`config.mk`:
```
export PLATFORM = sky130hd
export DESIGN_NAME = nsfc_scan
export DESIGN_NICKNAME = d
export VERILOG_FILES = /design/src/rtl/nsfc_pkg.sv /design/src/rtl/nsfc_classify.sv /design/src/rtl/nsfc_scan.sv
export SDC_FILE = /design/constraint.sdc
export NUM_CORES = 1
export LEC_CHECK = 0
export ABC_AREA = 1
export BUFFER_PORTS_ARGS = -buffer_cell sky130_fd_sc_hd__buf_4
export CAP_MARGIN = 30
export CORE_ASPECT_RATIO = 1.4
export CORE_MARGIN = 2
export CORE_UTILIZATION = 55
export DETAILED_ROUTE_END_ITERATION = 8
export GPL_TIMING_DRIVEN = 0
export PLACE_DENSITY = 0.78
export SLEW_MARGIN = 5
export SYNTH_ARGS = -nofsm -noshare
export SYNTH_HDL_FRONTEND = slang
export SYNTH_SLANG_ARGS = --single-unit
```
`constraint.sdc`:
```
create_clock -name clk -period 1.9 [get_ports clk]
set_input_delay 0.19 -clock clk [delete_from_list [all_inputs] [get_ports clk]]
set_output_delay 0.19 -clock clk [all_outputs]
set_load 0.05 [all_outputs]
```
`src/rtl/nsfc_pkg.sv`:
```
package nsfc_pkg;

    localparam logic [7:0] CH_DOLLAR = 8'h24;
    localparam logic [7:0] CH_STAR   = 8'h2A;
    localparam logic [7:0] CH_COMMA  = 8'h2C;
    localparam logic [7:0] CH_CR     = 8'h0D;
    localparam logic [7:0] CH_LF     = 8'h0A;

    localparam logic [23:0] TAG_GGA = 24'h474741;
    localparam logic [23:0] TAG_RMC = 24'h524D43;
    localparam logic [23:0] TAG_GSV = 24'h475356;
    localparam logic [23:0] TAG_GSA = 24'h475341;
    localparam logic [23:0] TAG_VTG = 24'h565447;

    localparam logic [5:0] NEED_GGA = 6'd10;
    localparam logic [5:0] NEED_RMC = 6'd10;
    localparam logic [5:0] NEED_GSV = 6'd4;
    localparam logic [5:0] NEED_GSA = 6'd18;
    localparam logic [5:0] NEED_VTG = 6'd8;

    localparam logic [5:0] COMMA_MAX   = 6'd62;
    localparam logic [3:0] DIGIT_MAX   = 4'd9;
    localparam logic [3:0] DIGIT_LIMIT = 4'd8;
    localparam logic [1:0] TAG_FULL    = 2'd3;

    localparam logic [1:0] ST_OK        = 2'd0;
    localparam logic [1:0] ST_CHECKSUM  = 2'd1;
    localparam logic [1:0] ST_SHORT_TAG = 2'd2;
    localparam logic [1:0] ST_FEW_FIELDS = 2'd3;

    localparam logic [2:0] TYPE_OTHER = 3'd0;
    localparam logic [2:0] TYPE_GGA   = 3'd1;
    localparam logic [2:0] TYPE_RMC   = 3'd2;
    localparam logic [2:0] TYPE_GSV   = 3'd3;
    localparam logic [2:0] TYPE_GSA   = 3'd4;
    localparam logic [2:0] TYPE_VTG   = 3'd5;

    typedef enum logic [1:0] {
        MODE_HUNT = 2'd0,
        MODE_BODY = 2'd1,
        MODE_STAR = 2'd2
    } scan_mode_t;

    typedef struct packed {
        scan_mode_t  mode;
        logic        cr_pending;
        logic [7:0]  running_xor;
        logic        tag_finished;
        logic [1:0]  tag_length;
        logic [23:0] tag_tail;
        logic [5:0]  comma_total;
        logic [7:0]  expected_sum;
        logic [3:0]  digit_total;
        logic        digits_bad;
    } scan_state_t;

    typedef struct packed {
        logic [1:0] status;
        logic [2:0] sentence_type;
        logic [5:0] field_count;
        logic [7:0] computed_sum;
    } result_t;

    localparam scan_state_t STATE_CLEAR = '{
        mode: MODE_HUNT, cr_pending: 1'b0, running_xor: 8'h00, tag_finished: 1'b0,
        tag_length: 2'd0, tag_tail: 24'h000000, comma_total: 6'd0,
        expected_sum: 8'h00, digit_total: 4'd0, digits_bad: 1'b0
    };

    // Returns {invalid, value}.
    function automatic logic [4:0] hex_value(logic [7:0] b);
        logic [7:0] d;
        logic [4:0] r;
        d = 8'h00;
        r = 5'h10;
        if (b >= 8'h30 && b <= 8'h39) begin
            d = b - 8'h30;
            r = {1'b0, d[3:0]};
        end else if (b >= 8'h41 && b <= 8'h46) begin
            d = b - 8'h37;
            r = {1'b0, d[3:0]};
        end else if (b >= 8'h61 && b <= 8'h66) begin
            d = b - 8'h57;
            r = {1'b0, d[3:0]};
        end
        return r;
    endfunction

    // Folds one content byte into the sentence state (body or checksum text).
    function automatic scan_state_t take_content(scan_state_t s, logic [7:0] b);
        scan_state_t r;
        logic [4:0]  hv;
        r  = s;
        hv = hex_value(b);
        if (s.mode == MODE_BODY) begin
            if (b == CH_STAR) begin
                r.tag_finished = 1'b1;
                r.mode         = MODE_STAR;
            end else begin
                r.running_xor = s.running_xor ^ b;
                if (b == CH_COMMA) begin
                    r.tag_finished = 1'b1;
                    if (s.comma_total < COMMA_MAX) begin
                        r.comma_total = s.comma_total + 6'd1;
                    end
                end else if (!s.tag_finished) begin
                    r.tag_tail = {s.tag_tail[15:0], b};
                    if (s.tag_length != TAG_FULL) begin
                        r.tag_length = s.tag_length + 2'd1;
                    end
                end
            end
        end else begin
            if (hv[4]) begin
                r.digits_bad = 1'b1;
            end else begin
                r.expected_sum = {s.expected_sum[3:0], hv[3:0]};
                if (s.digit_total < DIGIT_MAX) begin
                    r.digit_total = s.digit_total + 4'd1;
                end
                if (r.digit_total > DIGIT_LIMIT) begin
                    r.digits_bad = 1'b1;
                end
            end
        end
        return r;
    endfunction

endpackage

```
`src/rtl/nsfc_classify.sv`:
```
module nsfc_classify
    import nsfc_pkg::*;
(
    input  scan_state_t st,
    output result_t     res
);

    logic [5:0] fields;
    logic [5:0] need;
    logic [2:0] stype;

    assign fields = st.comma_total + 6'd1;

    always_comb
    begin
        stype = TYPE_OTHER;
        need  = 6'd0;
        if (st.tag_length == TAG_FULL) begin
            priority if (st.tag_tail == TAG_GGA) begin
                stype = TYPE_GGA;
                need  = NEED_GGA;
            end else if (st.tag_tail == TAG_RMC) begin
                stype = TYPE_RMC;
                need  = NEED_RMC;
            end else if (st.tag_tail == TAG_GSV) begin
                stype = TYPE_GSV;
                need  = NEED_GSV;
            end else if (st.tag_tail == TAG_GSA) begin
                stype = TYPE_GSA;
                need  = NEED_GSA;
            end else if (st.tag_tail == TAG_VTG) begin
                stype = TYPE_VTG;
                need  = NEED_VTG;
            end else begin
                stype = TYPE_OTHER;
                need  = 6'd0;
            end
        end
    end

    always_comb
    begin
        res.sentence_type = stype;
        res.field_count   = fields;
        res.computed_sum  = st.running_xor;
        priority if (st.mode != MODE_STAR || st.digits_bad || st.digit_total == 4'd0
                     || st.running_xor != st.expected_sum) begin
            res.status = ST_CHECKSUM;
        end else if (st.tag_length != TAG_FULL) begin
            res.status = ST_SHORT_TAG;
        end else if (fields < need) begin
            res.status = ST_FEW_FIELDS;
        end else begin
            res.status = ST_OK;
        end
    end

endmodule

```
`src/rtl/nsfc_scan.sv`:
```
module nsfc_scan
    import nsfc_pkg::*;
(
    input  logic       clk,
    input  logic       rst_n,
    input  logic       take,
    input  logic [7:0] byte_in,
    output logic       ends,
    output result_t    res
);

    scan_state_t st_reg;
    scan_state_t st_next;
    scan_state_t work;
    logic        in_sentence;

    // A CR held from the last byte plus an LF now closes the sentence.
    assign in_sentence = (st_reg.mode == MODE_BODY) || (st_reg.mode == MODE_STAR);
    assign ends        = in_sentence && st_reg.cr_pending && (byte_in == CH_LF);

    nsfc_classify u_classify (
        .st  (st_reg),
        .res (res)
    );

    always_comb
    begin
        work    = st_reg;
        st_next = st_reg;
        if (!in_sentence) begin
            if (byte_in == CH_DOLLAR) begin
                st_next      = STATE_CLEAR;
                st_next.mode = MODE_BODY;
            end
        end else if (ends) begin
            st_next = STATE_CLEAR;
        end else begin
            if (st_reg.cr_pending) begin
                work.cr_pending = 1'b0;
                work = take_content(work, CH_CR);
            end
            if (byte_in == CH_CR) begin
                work.cr_pending = 1'b1;
            end else begin
                work = take_content(work, byte_in);
            end
            st_next = work;
        end
    end

    always_ff @(posedge clk or negedge rst_n)
    begin
        if (!rst_n) begin
            st_reg <= STATE_CLEAR;
        end else if (take) begin
            st_reg <= st_next;
        end
    end

endmodule

```
==> qor.yml, run 1 <==
timing:
  fin_skew_ps: 8.68
  worst_slack_ps: -802
  final.min_clock_period_ps: 2700
  setup_violations: 5
  holdWs_ps: 158
  fmax_ghz: 0.370
  finalSetupTns_ps: -2620
  hold_violations: 0
  worstMarginPinSlew_ps: 760
  slew_headroom_pct: 49.3
  period_share_pct: 142
  grt_setup_unrepaired: "yes"
  slew_viol_final: 0
setup_path:
  worstPathRequired_ps: 1710
  ff2ff_path_depth: 8
  cp-start-kind: "flop"
  path_class: "reg -> out"
  endpoint_kind: "primary output"
  path_max_fanout: 4
  crit_arrival_ps: 2510
grt:
  grt_max_degree: 58
  grt_use_total_pct: 28.5
  grt_pass1_vias: 4101
  grt_pass1_wl_mm: 18.8
  overflow: 0
  antenna_found_initial: 0
layout:
  seqCellArea_um2: 1430
  multi_input_area_um2: 2670
  final.fill_count: 565
  layout.nets: 693
  largest_reg_flops: 57
  area_delta_synth_final_pct: 27.9
  n_antenna_cell: 0
  layout-drive-gt1-share_pct: 29.7
routing:
  drt_drc_violations_left: 0
  routed_wl_mm: 12.2
  vias: 4410
  drtAntennaViolNets: 0
  drt_iter0_drc: 335
  drt_first_pass_iters: 5
  post_drt_wl_per_cell_um: 15.8
  vias_per_cell: 5.72
logic_synthesis:
  syn_area_um2: 4250
  synth_ff_type: "dfrtp_1"
  synthTopCellsByArea: "dfrtp_1, nand2_1, inv_1"
  syn_nets: 625
  synth_largest_area_cell: "dfrtp_1"
  avgSynthCellArea_um2: 7.06
  synth_top_area_share_pct: 33.6
  synth-edff-count: 0
  synth_most_common_cell: "nand2_1"
  ys_ff_latch: 57
  synthArstFlopShare_pct: 100
  synthCells: 601
  synth_common_cells: "nand2_1, inv_1, nor2_1"
  synth_warnings: 0
  yosysSeqAreaShare_pct: 33.6
  yosysUniqueCellTypes: 38
clocking:
  clk_pin_slew_ps: 70
  clockBufferDepth: 2
  ctsRootBufferMaster: "clkbuf_8"
  cts_max_level: 3
  numCtsBuffers: 9
  tritoncts: "done"
  insertion_delay_ps: 350
  clock-sinks: 57
floorplan:
  row_count: 37
  die-area_um2: 8450
  die_height_um: 108
  io_pins: 31
  core-area_um2: 7410
  start_util_pct: 57.3
  die_w_um: 78.3
place:
  hpwl_mm: 8.16
  port_buffers: 29
  globalplace.congestion: 0.917
run_status:
  violations: "setup timing"
  outcome: "finished with violations"
power_and_ir_drop:
  p_leak_nw: 2.59
  vdd_drop_max_uv: 978
  p_total_mw: 8.17
  powerDensity_nw_per_um2: 1510
flow_run:
  cap_violations: 0
worst_hold_path:
  min_path_type: "in -> reg"
  hold_path_depth: 3
==> cells in the final DEF, fill, tap and decap left out, types with 6 or more instances in the layout <==
cell type,n
nor2_2,9
nor2_1,43
o22ai_1,8
nand3_2,9
nand2_2,10
inv_1,68
o21ai_1,24
buf_4,56
nor4_1,7
ha_1,9
o21ai_0,36
nand3_1,49
xnor2_1,6
buf_6,21
o21ai_2,12
dfrtp_1,52
nor2_4,15
nand2_1,131
nand2_4,7
inv_2,12
clkbuf_8,11
xor2_1,9
o211ai_1,11
==> area by class of cell <==
cell class                      instances  area share [%]
Buffer                                 25            3.96
Clock buffer                           13            2.93
Clock inverter                          3           0.277
Inverter                               84            6.09
Multi-Input combinational cell        434            49.1
Sequential cell                        57            26.4
Tap cell                               97            2.24
Timing Repair Buffer                   58            8.97
==> timing repair <==
| action | 4_1_cts | 5_1_grt |
|---|---|---|
| hold buffers | 1 | 0 |
| pin swaps | 12 | 11 |
| endpoints found under the setup margin | 60 | 55 |
| resized for setup | 38 | 69 |
| hold endpoints to repair | 57 | 0 |
| setup buffers | 16 | 14 |
==> worst max-delay path, stage by stage (launching register included) <==
cell and delay, ps:
dfrtp_1 410, nor2_2 200, nand2_1 130, nor4_2 180
nand3_2 150, nand2_1 100, nor2_2 60, nand2_2 100
ha_4 210, inv_2 40, o211ai_1 100, inv_1 90
nand2_2 80, a21oi_4 130, buf_6 170
==> kinds of logic (layout without fill, tap and decap cells) <==
kind of cell    Yosys count  after routing  share of synthesized area [%]
simple gates            298            298                           32.3
buf+inv                 110            183                           12.0
compound gates          105            105                           14.6
flops                    57             57                           33.6
xor+xnor                 18             18                           3.71
fa+ha+maj                13             13                           3.83
==> power by group <==
group / internal (mW) / switching (mW) / total (mW)
logic: 1.83 / 3.05 / 4.88
clock network: 0.539 / 0.505 / 1.04
registers: 1.72 / 0.526 / 2.25
==> metal layers <==
metal  wire length, um  GRT usage (%)  up-vias
met3               605           4.59       47
met4               592           17.0        0
met1              4590           31.9     2107
met5                 0              0        -
met2              6390           50.6      171
li1                  -              -     2085
==> through the flow <==
step           util (%)  instances  worst slack (ps)  area [um^2]
2_1_floorplan         -        601              -322         4350
3_3_place_gp       63.3        727              -573         4690
3_5_place_dp       63.3        727              -599         4690
4_1_cts            68.9        757              -780         5100
5_1_grt            73.3        771              -928         5430
6_report           73.3        771              -802         5430
==> path summary, 6_finish.rpt <==
| kind | endpoint | slack [ps] | from |
|---|---|---|---|
| max | res[18] | -800 | st_reg[21] |
| min | st_reg[23] | 160 | byte_in[4] |
| max reg2reg | st_reg[55] | 0 | st_reg[55] |
| min reg2reg | st_reg[15] | 520 | st_reg[15] |
| max in group asynchronous | st_reg[15] | 910 | rst_n |
| min in group asynchronous | st_reg[26] | 450 | rst_n |
(Power assumes the default switching activity.)
==> run 2: changes to the inputs <==
REMOVE_ABC_BUFFERS = 1   (was not set)
==> qor.yml, run 2 (same netlist as run 1, synthesis figures left out) <==
layout:
  layout.nets: 680
  fin_area_um2: 5330
  largest_reg_flops: 57
  layout-drive-gt1-share_pct: 27.2
  utilization_pct: 72.0
  n_antenna_cell: 0
  final_cell_mix: "nand2_1, inv_1, buf_4"
  final.fill_count: 577
  layout_commonest_cell: "nand2_1"
  area_delta_synth_final_pct: 25.6
clocking:
  tritoncts: "done"
  clockBufferDepth: 2
  ctsRootBufferMaster: "clkbuf_8"
  clock-sinks: 57
  clk_pin_slew_ps: 70
  cts_max_level: 3
  numCtsBuffers: 9
  insertion_delay_ps: 360
setup_path:
  path_class: "reg -> out"
  ff2ff_path_depth: 7
  cp-start-kind: "flop"
  reg2reg_from: "st_reg[56]"
  worstPathRequired_ps: 1710
  path_max_fanout: 4
  reg2reg_to: "st_reg[7]"
  endpoint_kind: "primary output"
  r2r_slack_ps: 0
  crit_arrival_ps: 2620
floorplan:
  die_w_um: 78.3
  io_pins: 31
  row_count: 37
  core-area_um2: 7410
  start_util_pct: 57.3
  die-area_um2: 8450
  die_height_um: 108
grt:
  grt_use_total_pct: 28.2
  grt_pass1_wl_mm: 18.7
  antenna_found_initial: 0
  grt_pass1_vias: 4073
  grt_max_degree: 58
  overflow: 0
timing:
  final.min_clock_period_ps: 2810
  grt_setup_unrepaired: "yes"
  fmax_ghz: 0.356
  slew_viol_final: 0
  slew_headroom_pct: 49.9
  fin_skew_ps: 6.30
  period_share_pct: 148
  worstMarginPinSlew_ps: 751
  hold_violations: 0
  worst_slack_ps: -907
  setup_violations: 6
worst_hold_path:
  min_path_type: "in -> reg"
  hold_path_depth: 3
  holdCritStartpoint: "byte_in[1]"
  hold_path_end: "st_reg[20]"
routing:
  drt_drc_violations_left: 0
  dr_wl_met3_um: 676
  highest_layer: "met4"
  met1_length_mm: 4.84
  vias: 4368
  drtAntennaViolNets: 0
  routed_wl_mm: 12.6
  vias_per_cell: 5.76
  drt_first_pass_iters: 5
  drt_iter0_drc: 462
  wl_met2_mm: 6.47
  post_drt_wl_per_cell_um: 16.6
run_status:
  outcome: "finished with violations"
  violations: "setup timing"
place:
  postPlaceCellArea_um2: 4450
  globalplace.congestion: 0.947
  port_buffers: 30
  dp_slack_ps: -607
  hpwl_mm: 7.57
power_and_ir_drop:
  p_leak_nw: 2.54
  vdd_drop_max_uv: 1190
  powerDensity_nw_per_um2: 1550
flow_run:
  cap_violations: 0
[run 2: cell types whose count changed in the layout (fill, tap and decap cells not counted), moves of 3 or more]
| cell | delta |
|---|---|
| buf_4 | +5 |
| o21ai_2 | -4 |
| nand2_2 | +3 |
| nand3_2 | -3 |
| dfrtp_1 | +4 |
| buf_6 | -17 |
| nand2_1 | -3 |
| o21ai_0 | +3 |
| dfrtp_2 | -4 |
[run 2: worst max-delay path by stage]
stage | slack, ps | startpoint | depth (start not counted) | to
4_1_cts | -770 | st_reg[35] | 13 | res[17]
6_report | -910 | st_reg[20] | 13 | res[17]
3_5_place_dp | -610 | st_reg[42] | 13 | res[17]
3_3_place_gp | -890 | st_reg[56] | 9 | st_reg[33]
2_1_floorplan | -1240 | st_reg[14] | 9 | res[18]
5_1_grt | -1030 | st_reg[20] | 13 | res[17]
[run 2: timing repair]
action	in CTS	in global routing
gates cloned	0	1
hold buffers	1	0
endpoints found under the hold margin	57	0
gates resized for setup	50	43
pin swaps	13	23
setup buffers	23	17
endpoints found under the setup margin	57	44
[run 2: cell type report]
class	count	area, um^2	area share [%]
flip-flops and latches	57	1430	26.8
clock inverters	2	35.0	0.657
clock buffers	14	173	3.24
repair buffers	69	581	10.9
inverters	84	335	6.29
well taps	97	121	2.28
multi-input cells	435	2660	49.9
[run 2: critical path, stage by stage (launching register included)]
cell and delay (ps):
dfrtp_1 410, nand2_2 90, buf_4 140, nor4_2 290
nand3_2 190, nand3_2 120, nand2_2 70, ha_4 230
a21oi_2 110, o211ai_1 110, inv_1 100, nand2_2 50
o21bai_1 140, buf_4 210
[run 2: routing by layer]
metal	vias up	global-route usage (%)
met5	-	0
met3	51	5.84
li1	2055	-
met2	183	47.6
met1	2079	32.2
met4	0	18.7
[run 2: through the flow]
stage	setup TNS [ps]	power (mW)	hold WS, ps	std cells
after floorplan	-8780	4.96	-106	575
after global placement	-29460	5.83	300	702
after detailed placement	-14600	6.00	303	704
after CTS	-2280	7.67	169	740
after global routing	-3470	8.79	194	758
final	-2600	8.28	164	758
[run 2: report_power, final]
part | switching (mW) | internal, mW | total [mW]
Clock | 0.521 | 0.712 | 1.23
Combinational | 3.09 | 1.75 | 4.84
Sequential | 0.498 | 1.72 | 2.21
==> run 3: changes to the inputs <==
GPL_TIMING_DRIVEN = not set   (was 0)
==> qor.yml, run 3 (same netlist as run 1, synthesis figures left out) <==
setup_path:
  worst_path_max_delay_cell: "dfrtp_1"
  critPathTopFamily: "simple AND/OR/NAND/NOR gates"
  crit_buf_inv: 3
  endpoint_kind: "primary output"
  ff2ff_path_depth: 10
  reg2reg_from: "st_reg[56]"
  reg2reg_to: "st_reg[38]"
  max_stage_delay_ps: 420
  path_class: "reg -> out"
  cp-start-kind: "flop"
  path_max_fanout: 3
  cp_cell_sequence: "nor2_4, inv_2, nor4_4, nand3_2, nand3_2, nand2_2, ha_4, a21oi_2, o211ai_1, inv_1, nand2_2, o21bai_1, buf_4"
  worstPathRequired_ps: 1710
  r2r_slack_ps: 50
  crit_arrival_ps: 2480
grt:
  grt_pass1_vias: 4362
  grt_max_degree: 58
  overflow: 0
  antenna_found_initial: 0
  grt_pass1_wl_mm: 20.0
  grt_use_total_pct: 30.3
layout:
  utilization_pct: 74.4
  n_antenna_cell: 0
  final_cell_mix: "nand2_1, buf_4, inv_1"
  fin_area_um2: 5510
  fin_cells: 801
  layout.nets: 723
  layout-drive-gt1-share_pct: 30.8
  largest_reg_flops: 57
  area_delta_synth_final_pct: 29.7
  layout_commonest_cell: "nand2_1"
place:
  postPlaceCellArea_um2: 4970
  hpwl_mm: 8.65
  numPlacedInstances: 771
  port_buffers: 30
  dp_slack_ps: -530
  globalplace.congestion: 0.916
timing:
  grt_setup_unrepaired: "yes"
  worst_slack_ps: -769
  period_share_pct: 140
  slew_viol_final: 0
  fin_skew_ps: 6.54
  fmax_ghz: 0.375
  final.min_clock_period_ps: 2670
  holdWs_ps: 159
  slew_headroom_pct: 49.2
  setup_violations: 5
  hold_violations: 0
  worstMarginPinSlew_ps: 761
  finalSetupTns_ps: -2250
routing:
  drt_iter0_drc: 311
  drt_drc_violations_left: 0
  routed_wl_mm: 12.4
  vias_per_cell: 5.62
  drt_first_pass_iters: 5
  vias: 4503
  post_drt_wl_per_cell_um: 15.5
  drtAntennaViolNets: 0
clocking:
  tritoncts: "done"
  insertion_delay_ps: 350
  clockBufferDepth: 2
  ctsRootBufferMaster: "clkbuf_8"
  cts_max_level: 3
  numCtsBuffers: 9
  clk_pin_slew_ps: 70
  clock-sinks: 57
power_and_ir_drop:
  powerDensity_nw_per_um2: 1520
  p_leak_nw: 2.71
  vdd_drop_max_uv: 1010
  p_total_mw: 8.35
floorplan:
  core-area_um2: 7410
  io_pins: 31
  die_w_um: 78.3
  start_util_pct: 57.3
  die-area_um2: 8450
  die_height_um: 108
  row_count: 37
worst_hold_path:
  hold_path_end: "st_reg[24]"
  min_path_type: "in -> reg"
  hold_path_depth: 3
  holdCritStartpoint: "byte_in[5]"
flow_run:
  cap_violations: 0
run_status:
  outcome: "finished with violations"
  violations: "setup timing"
run 3: changes by cell type in the layout (fill, tap and decap cells not counted), sizes merged:
| cell | delta |
|---|---|
| buf | +43 |
| clkinv | +2 |
| bufinv | -1 |
| clkbuf | -1 |
run 3: worst min-delay path, delay by kind of cell:
family          cells  cell delay, ps
buf+inv             1             120
compound gates      2             160
run 3: area by class of cell:
class                      count  area [um^2]
multi-input combinational    435         2540
fill                         590         1900
sequential                    57         1430
timing repair buffer         112          923
inverter                      84          324
clock buffer                  13          159
tap                           97          121
clock inverter                 3         15.0
run 3: layer usage:
| metal | wire (um) | share of wire (%) | vias to the layer above | track usage [%] |
|---|---|---|---|---|
| met2 | 6480 | 52 | 154 | 54.1 |
| met4 | 733 | 5.9 | 0 | 20.7 |
| met5 | 0 | 0 | - | 0 |
| li1 | - | - | 2150 | - |
| met3 | 496 | 4.0 | 60 | 4.42 |
| met1 | 4670 | 38 | 2139 | 33.0 |
run 3: timing repair:
| action | 4_1_cts | 5_1_grt |
|---|---|---|
| resized for setup | 40 | 34 |
| endpoints found under the hold margin | 57 | 0 |
| hold buffers | 1 | 0 |
| gates cloned | 0 | 1 |
| pin swaps | 3 | 7 |
| setup endpoints to repair | 6 | 18 |
| buffers inserted | 8 | 6 |
run 3: worst max path at each step:
stage / slack, ps / startpoint / to / depth (start not counted)
finish: -770 / st_reg[35] / res[17] / 13
global route: -960 / st_reg[36] / res[17] / 14
CTS: -770 / st_reg[35] / res[17] / 13
detailed placement: -530 / st_reg[35] / res[17] / 13
global placement: -470 / st_reg[42] / res[18] / 14
floorplan: -1240 / st_reg[14] / res[18] / 9
run 3: power by group:
part | total (mW) | switching [mW] | leakage, nW | internal [mW]
Sequential | 2.14 | 0.428 | 0.738 | 1.72
Clock | 1.03 | 0.489 | 0.0932 | 0.538
Combinational | 5.18 | 3.14 | 1.88 | 2.04
